<file path="src/hdl/cga_pkg.sv">
// ----------------------------------------------------------------------------
// cga_pkg
// Shared widths, constants and types for the central gravity acceleration
// pipeline.
// ----------------------------------------------------------------------------
`default_nettype none

package cga_pkg;

	localparam int POS_W     = 32;
	localparam int ACC_W     = 48;
	localparam int FRAC_BITS = 24;
	localparam int MU_W      = 48;

	localparam int MU_LO_W    = MU_W / 2;
	localparam int MU_HI_W    = MU_W - MU_LO_W;
	localparam int SQ_W       = 2 * POS_W;
	localparam int ROOT_W     = POS_W;
	localparam int SQRT_STEPS = SQ_W / 2;
	localparam int REM_W      = ROOT_W + 2;
	localparam int R2_W       = 2 * ROOT_W;
	localparam int DEN_W      = 3 * ROOT_W;
	localparam int D2_W       = DEN_W + 1;
	localparam int PROD_W     = MU_W + POS_W;
	localparam int NUM_W      = PROD_W + FRAC_BITS + 2;
	localparam int QUO_W      = ACC_W;
	localparam int HEAD_W     = NUM_W - QUO_W;

	localparam logic [ACC_W-1:0] ACC_POS_MAX = {1'b0, {(ACC_W-1){1'b1}}};
	localparam logic [ACC_W-1:0] ACC_NEG_MIN = {1'b1, {(ACC_W-1){1'b0}}};

	// carried alongside the root pipeline
	typedef struct packed {
		logic                   zero;
		logic [2:0]             neg;
		logic [2:0][POS_W-1:0]  mag;
	} sq_side_t;

	// carried alongside the divider
	typedef struct packed {
		logic       zero;
		logic [2:0] neg;
	} dv_side_t;

	typedef struct packed {
		logic [2:0][ACC_W-1:0] accel;
		logic                  clipped;
		logic                  at_centre;
	} result_t;

endpackage

`default_nettype wire

</file>
<file path="src/hdl/cga_ofifo.sv">
// ----------------------------------------------------------------------------
// cga_ofifo
// Two-entry result queue; decouples the pipeline stall from out_ready.
// ----------------------------------------------------------------------------
`default_nettype none

module cga_ofifo import cga_pkg::*; (
	input  logic    clk,
	input  logic    arst_n,
	input  logic    push,
	input  result_t din,
	output logic    full,
	output logic    out_valid,
	input  logic    out_ready,
	output result_t dout
);

	logic [1:0] cnt_q;
	logic [1:0] cnt_d;
	result_t    ent0_q;
	result_t    ent1_q;
	logic       pop;

	assign pop       = out_valid && out_ready;
	assign out_valid = cnt_q != 2'd0;
	assign full      = cnt_q == 2'd2;
	assign dout      = ent0_q;

	always_comb begin
		unique case ({push, pop})
			2'b10:   cnt_d = cnt_q + 2'd1;
			2'b01:   cnt_d = cnt_q - 2'd1;
			default: cnt_d = cnt_q;
		endcase
	end

	always_ff @(posedge clk or negedge arst_n) begin
		if (!arst_n) begin
			cnt_q <= 2'd0;
		end else begin
			cnt_q <= cnt_d;
		end
	end

	always_ff @(posedge clk) begin
		unique case ({push, pop})
			2'b10: begin
				if (cnt_q == 2'd0) begin
					ent0_q <= din;
				end else begin
					ent1_q <= din;
				end
			end
			2'b01: begin
				ent0_q <= ent1_q;
			end
			2'b11: begin
				if (cnt_q == 2'd1) begin
					ent0_q <= din;
				end else begin
					ent0_q <= ent1_q;
					ent1_q <= din;
				end
			end
			default: begin
			end
		endcase
	end

endmodule

`default_nettype wire

</file>
<file path="config.mk">
export PLATFORM = sky130hd
export DESIGN_NAME = cga_ofifo
export DESIGN_NICKNAME = d
export VERILOG_FILES = /design/src/hdl/cga_pkg.sv /design/src/hdl/cga_ofifo.sv
export SDC_FILE = /design/constraint.sdc
export NUM_CORES = 1
export LEC_CHECK = 0
export BUFFER_PORTS_ARGS = -buffer_cell sky130_fd_sc_hd__buf_2
export CAP_MARGIN = 15
export CELL_PAD_IN_SITES_DETAIL_PLACEMENT = 1
export CELL_PAD_IN_SITES_GLOBAL_PLACEMENT = 1
export CORE_UTILIZATION = 45
export DETAILED_ROUTE_END_ITERATION = 12
export PLACE_DENSITY = 0.91
export REMOVE_ABC_BUFFERS = 1
export SKIP_CTS_REPAIR_TIMING = 1
export SLEW_MARGIN = 20
export SYNTH_ARGS = -nofsm -noshare
export SYNTH_HDL_FRONTEND = slang
export SYNTH_SLANG_ARGS = --single-unit
</file>
<file path="constraint.sdc">
create_clock -name clk -period 13 [get_ports clk]
set_input_delay 1.95 -clock clk [delete_from_list [all_inputs] [get_ports clk]]
set_output_delay 1.95 -clock clk [all_outputs]
set_load 0.01 [all_outputs]
</file>
==> impl_metrics.toml, run 1 <==
[setup_path]
timing.rr.start = "cnt_q[0]"
cell_repeated_most_along_the_worst_path = "sky130_fd_sc_hd__buf_4"
critPathLaunchType = "input pin"
arrival_ns = 5.26
timing.reg2reg.worst_path_depth = 8
cp_cell_sequence = "buf_2 > nor2b_1 > ha_4 > buf_4 > nor2_4 > buf_4 > a221o_1"
crit_path_top_delay_cell = "sky130_fd_sc_hd__buf_4"
critical_path_required_ns = 13.25
worstReg2RegEnd = "dout[102]"
timing.critical_path.slowest_cell_delay_ns = 0.84
critPathMaxFanout = 80
criticalPathCategory = "input pin to flop"
timing.critical_path.to_type = "flop"
r2r_setup_slack_ns = 8.71

[detailed_routing]
detail_route.drc_violations = 0
dr.max_layer_used = "met5"
dr_wl_met3_um = 1650
detail_route.wirelength.met1_um = 13800
vias_per_cell = 5.73
wl_per_cell_um = 22.7
via_count = 8721
met2_wirelength_um = 17800
antenna_left = 0
drt-initial-drc-count = 544
detailedRoute.firstPassIterationCount = 5
final_wirelength_um = 34600

[timing]
drv_slew = 0
unrepaired_setup_endpoints_after_global_routing = "no"
slew-limit-headroom_pct = 25.8
timing.final.crit_share_pct = 38.5
achievable-frequency_mhz = 200
final.setup_skew_ns = 0.0120
min_period_ns = 5.01
setup-tns-final_ns = 0
setup-violations-final = 0
hold_viol_final = 0
tightestPinTransition_ns = 1.11

[job]
max_cap_violations = 0

[cells_and_area]
fillCellCount = 2896
multi_input_area_mm2 = 0.00440
syn2layout_area_growth_pct = 21.3
area.sequential_mm2 = 0.00882
layout-drive-gt1-share_pct = 44.6
final_net_count = 1258

[global_routing]
via_count_of_the_first_global_routing_pass = 9180
grt_use_total_pct = 21.6
initial_antenna_violation_count = 11
grt_max_degree = 81
grt_first_pass_wirelength_um = 51800
grt-ovfl-total = 0

[clock_network]
clkSlewWorstSetupHoldPaths_ns = 0.06
cts_tree = "built"
inserted_clock_buffers = 35
worstSkewPairLatency_ns = 0.50
clk_path_buf_depth = 3
cts_max_level = 2
cts_root_buffer = "sky130_fd_sc_hd__clkbuf_16"
clock_sinks = 294

[worst_hold_path]
hold-path-cell-count = 2
min_from = "cnt_q[1]"
hold_class = "flop to flop"
hold_path_end = "cnt_q[1]"

[outcome]
outcome = "finished clean"

[floorplan]
design.die.area_mm2 = 0.0307
effective_utilization_at_floorplan_pct = 45.6
coreArea_mm2 = 0.0296
core.rowCount = 63
die_h_um = 175
chipWidth_um = 175
boundaryPins = 298

[power_and_ir_drop]
ir_worst_vdd_mv = 0.186
leakagePower_nw = 6.28
total_design_power_mw = 3.81
pwrdens_mw_per_mm2 = 233

[logic_synthesis]
synth.lib_cells_used.distinct = 20
synth_cells = 823
post_synth_edffs = 292
synth_top_area_cell = "sky130_fd_sc_hd__edfxtp_1"
postSynth.topFlopCell = "sky130_fd_sc_hd__edfxtp_1"
count_leader_synth = "sky130_fd_sc_hd__edfxtp_1"
synth_top_cells_by_area = "sky130_fd_sc_hd__edfxtp_1 (65%), sky130_fd_sc_hd__a221o_1 (11%), sky130_fd_sc_hd__mux2_2 (8.9%)"
synth_top_cell_area_share_pct = 65.0
synth-seq-area-share_pct = 65.4
synth_area_per_cell_um2 = 16.4
synthesis.yosys.warnings = 0
async_flop_share_pct = 0.680
ys_top_cells_by_count = "sky130_fd_sc_hd__edfxtp_1 (292), sky130_fd_sc_hd__a221o_1 (146), sky130_fd_sc_hd__and2_1 (146)"
synth_area_mm2 = 0.0135
ys_seq_elements = 294

[place]
gp_congestion = 0.747
io_buffers = 297
post-dp-hpwl_um = 21300
## metal layers
metal  global-route usage, %  up-vias
met3                    4.03       78
met4                    9.57        6
li1                        -     3897
met1                    27.0     4455
met2                    36.6      285
met5                       0        -
## registers in the layout (all words and copies together), names as in the netlist
signal / count
cnt_q: 2
dout: 146
ent1_q: 146
## logic make-up after synthesis
group	synth area share [%]
AO/OA/AOI/OAI	11.1
XOR/XNOR	0.0650
adder cells (fa/ha/maj)	0.742
buffers and inverters	2.44
flip-flops	65.4
multiplexers	13.3
AND/OR/NAND/NOR	7.00
## layout by cell type, fill, tap and decap left out, types with 3 or more instances in the layout
master	n
sky130_fd_sc_hd__clkbuf_16	37
sky130_fd_sc_hd__buf_2	297
sky130_fd_sc_hd__mux2_4	39
sky130_fd_sc_hd__clkinv_1	12
sky130_fd_sc_hd__ha_4	3
sky130_fd_sc_hd__buf_4	9
sky130_fd_sc_hd__inv_1	5
sky130_fd_sc_hd__edfxtp_1	292
sky130_fd_sc_hd__clkbuf_1	8
sky130_fd_sc_hd__ha_1	4
sky130_fd_sc_hd__clkinv_2	3
sky130_fd_sc_hd__a221o_1	146
sky130_fd_sc_hd__diode_2	8
sky130_fd_sc_hd__mux2_2	107
sky130_fd_sc_hd__and2_1	146
## stage by stage
| step | cells | hold slack, ns | util, % | area, um^2 | setup slack [ns] |
|---|---|---|---|---|---|
| after global placement | 1453 | 0.496 | 51.7 | 15300 | 7.60 |
| after detailed placement | 1453 | 0.523 | 51.7 | 15300 | 7.49 |
| after floorplan | 757 | 0.474 | - | 13200 | -0.0509 |
| after global routing | 1523 | 0.564 | 55.3 | 16400 | 7.86 |
| final | 1523 | 0.532 | 55.3 | 16400 | 7.99 |
| after CTS | 1515 | 0.535 | 55.3 | 16300 | 8.03 |
## worst max-delay path by stage
stage	start	endpoint	slack [ns]
2_1_floorplan	push	dout[0]	-0.05
3_3_place_gp	out_ready	dout[68]	7.60
3_5_place_dp	out_ready	dout[111]	7.49
4_1_cts	out_ready	dout[111]	8.03
5_1_grt	out_ready	dout[102]	7.86
6_report	out_ready	dout[102]	7.99
## cell type report
| type | count | share of cell area (%) |
|---|---|---|
| antenna | 8 | 0.122 |
| multi-input combinational | 458 | 26.9 |
| clock inverter | 17 | 0.604 |
| tap | 390 | 2.98 |
| timing repair buffer | 306 | 9.50 |
| sequential | 294 | 53.9 |
| inverter | 5 | 0.115 |
| clock buffer | 45 | 5.85 |
## critical path: cells and delay by family
| kind | cells | cell delay (ns) |
|---|---|---|
| buffers and inverters | 3 | 1.33 |
| AO/OA/AOI/OAI | 1 | 0.48 |
| AND/OR/NAND/NOR | 2 | 0.48 |
| adder cells (fa/ha/maj) | 1 | 0.78 |
## power breakdown
part	switching [mW]	total (mW)	internal, mW	leakage, nW
registers	0.120	1.61	1.49	2.85
clock network	0.372	0.908	0.537	0.514
logic	0.715	1.28	0.569	2.91
Power figures use the tool's default switching activity.
==> run 2, diff against run 1 <==
CORE_UTILIZATION = 41   (was 45)
PLACE_DENSITY = 0.88   (was 0.91)
clock period = 4.2 ns   (was 13 ns; I/O delays follow)
==> run 2 against run 1 <==
  * Cell area up 1.4%
  * Sequential share of layout area down 0.76 points
  * Total power rose to 3.2 times the previous value
==> impl_metrics.toml, run 2 (same netlist as run 1, synthesis figures left out) <==
[setup_path]
criticalPathCategory = "flop to flop"
critPathMaxFanout = 39
timing.critical_path.to_type = "flop"
critical_path_required_ns = 4.38
critPathLaunchType = "flop"
arrival_ns = 3.45

[timing]
tightestPinTransition_ns = 0.946
whs_ns = 0.337
unrepaired_setup_endpoints_after_global_routing = "no"
hold_viol_final = 0
timing.final.crit_share_pct = 77.8
achievable-frequency_mhz = 306
drv_slew = 0
final.setup_skew_ns = 0.0105
setup-violations-final = 0
min_period_ns = 3.27
slew-limit-headroom_pct = 36.9

[floorplan]
chipWidth_um = 183
die_h_um = 183
coreArea_mm2 = 0.0325
effective_utilization_at_floorplan_pct = 41.5
boundaryPins = 298
design.die.area_mm2 = 0.0336
core.rowCount = 66

[detailed_routing]
detailedRoute.firstPassIterationCount = 5
vias_per_cell = 5.54
drt-initial-drc-count = 453
via_count = 8745
final_wirelength_um = 35900
detail_route.drc_violations = 0
wl_per_cell_um = 22.8
antenna_left = 0

[global_routing]
grt_max_degree = 82
initial_antenna_violation_count = 7
grt_use_total_pct = 20.9
via_count_of_the_first_global_routing_pass = 9456
grt_first_pass_wirelength_um = 54700
grt-ovfl-total = 0

[clock_network]
clkSlewWorstSetupHoldPaths_ns = 0.06
clk_path_buf_depth = 3
cts_root_buffer = "sky130_fd_sc_hd__clkbuf_16"
inserted_clock_buffers = 34
clock_sinks = 294
worstSkewPairLatency_ns = 0.49
cts_max_level = 2
cts_tree = "built"

[power_and_ir_drop]
pwrdens_mw_per_mm2 = 726
ir_worst_vdd_mv = 0.576
leakagePower_nw = 6.36

[place]
gp_congestion = 0.773
post_dp_cell_area_mm2 = 0.0155
io_buffers = 297
post-dp-hpwl_um = 23200

[cells_and_area]
final_net_count = 1266
layout_commonest_cell = "sky130_fd_sc_hd__buf_2"
finished_core_util_pct = 51.1
layout-drive-gt1-share_pct = 45.4
syn2layout_area_growth_pct = 23.0
stdcell_area_mm2 = 0.0166
most_frequent_cells_in_the_layout = "sky130_fd_sc_hd__buf_2 (297), sky130_fd_sc_hd__edfxtp_1 (292), sky130_fd_sc_hd__and2_1 (146), sky130_fd_sc_hd__a221o_1 (146), sky130_fd_sc_hd__mux2_2 (107)"

[outcome]
outcome = "finished clean"

[job]
max_cap_violations = 0

[worst_hold_path]
hold_class = "input pin to flop"
run 2: final cells by class:
cell class	count	area, um^2
fillers	3206	15900
flip-flops and latches	294	8820
multi-input cells	458	4410
repair buffers	315	1670
clock buffers	47	941
well taps	442	553
clock inverters	11	155
inverters	5	18.8
diodes	7	17.5
run 2: worst max-delay path, cell delays in order, from the launching register on:
cell and delay, ns:
sky130_fd_sc_hd__dfrtp_1 0.50, sky130_fd_sc_hd__inv_1 0.13, sky130_fd_sc_hd__ha_1 0.27, sky130_fd_sc_hd__nor2b_1 0.42, sky130_fd_sc_hd__inv_1 0.19, sky130_fd_sc_hd__ha_1 0.25, sky130_fd_sc_hd__a22oi_1 0.21, sky130_fd_sc_hd__o21a_4 0.62
sky130_fd_sc_hd__buf_12 0.31
run 2: per-stage QoR:
| stage | total power [mW] | instances | worst slack [ns] | TNS, ns |
|---|---|---|---|---|
| finish | 12.0 | 1579 | 0.932 | 0 |
| global route | 12.6 | 1579 | 0.730 | 0 |
| CTS | 12.2 | 1571 | 0.945 | 0 |
| detailed placement | 9.15 | 1513 | 0.959 | 0 |
| global placement | 8.90 | 1513 | 1.18 | 0 |
| floorplan | 7.63 | 757 | -7.60 | -2281.68 |
run 2: report_power, final:
part	internal [mW]	switching, mW
clock network	1.81	1.15
registers	4.61	0.342
logic	1.84	2.29
total	8.25	3.79
run 2: routing by layer:
layer	track usage (%)	wire length (um)	vias up
li1	-	-	3903
met1	24.7	14100	4467
met2	36.7	18400	291
met3	4.45	1960	84
met4	8.93	1420	0
met5	0	0	-
run 2: worst paths after layout:
kind                            cells past startpoint  startpoint          end  slack (ns)
min in group asynchronous                           2      arst_n     cnt_q[1]        0.45
max in group asynchronous                           2      arst_n     cnt_q[0]        3.66
worst max-delay path                                8    cnt_q[0]  ent1_q[115]        0.93
worst min-delay path                                1    din[134]  ent1_q[134]        0.34
worst max register to register                      8    cnt_q[0]  ent1_q[115]        0.93
worst min register to register                      2    cnt_q[1]     cnt_q[1]        0.56
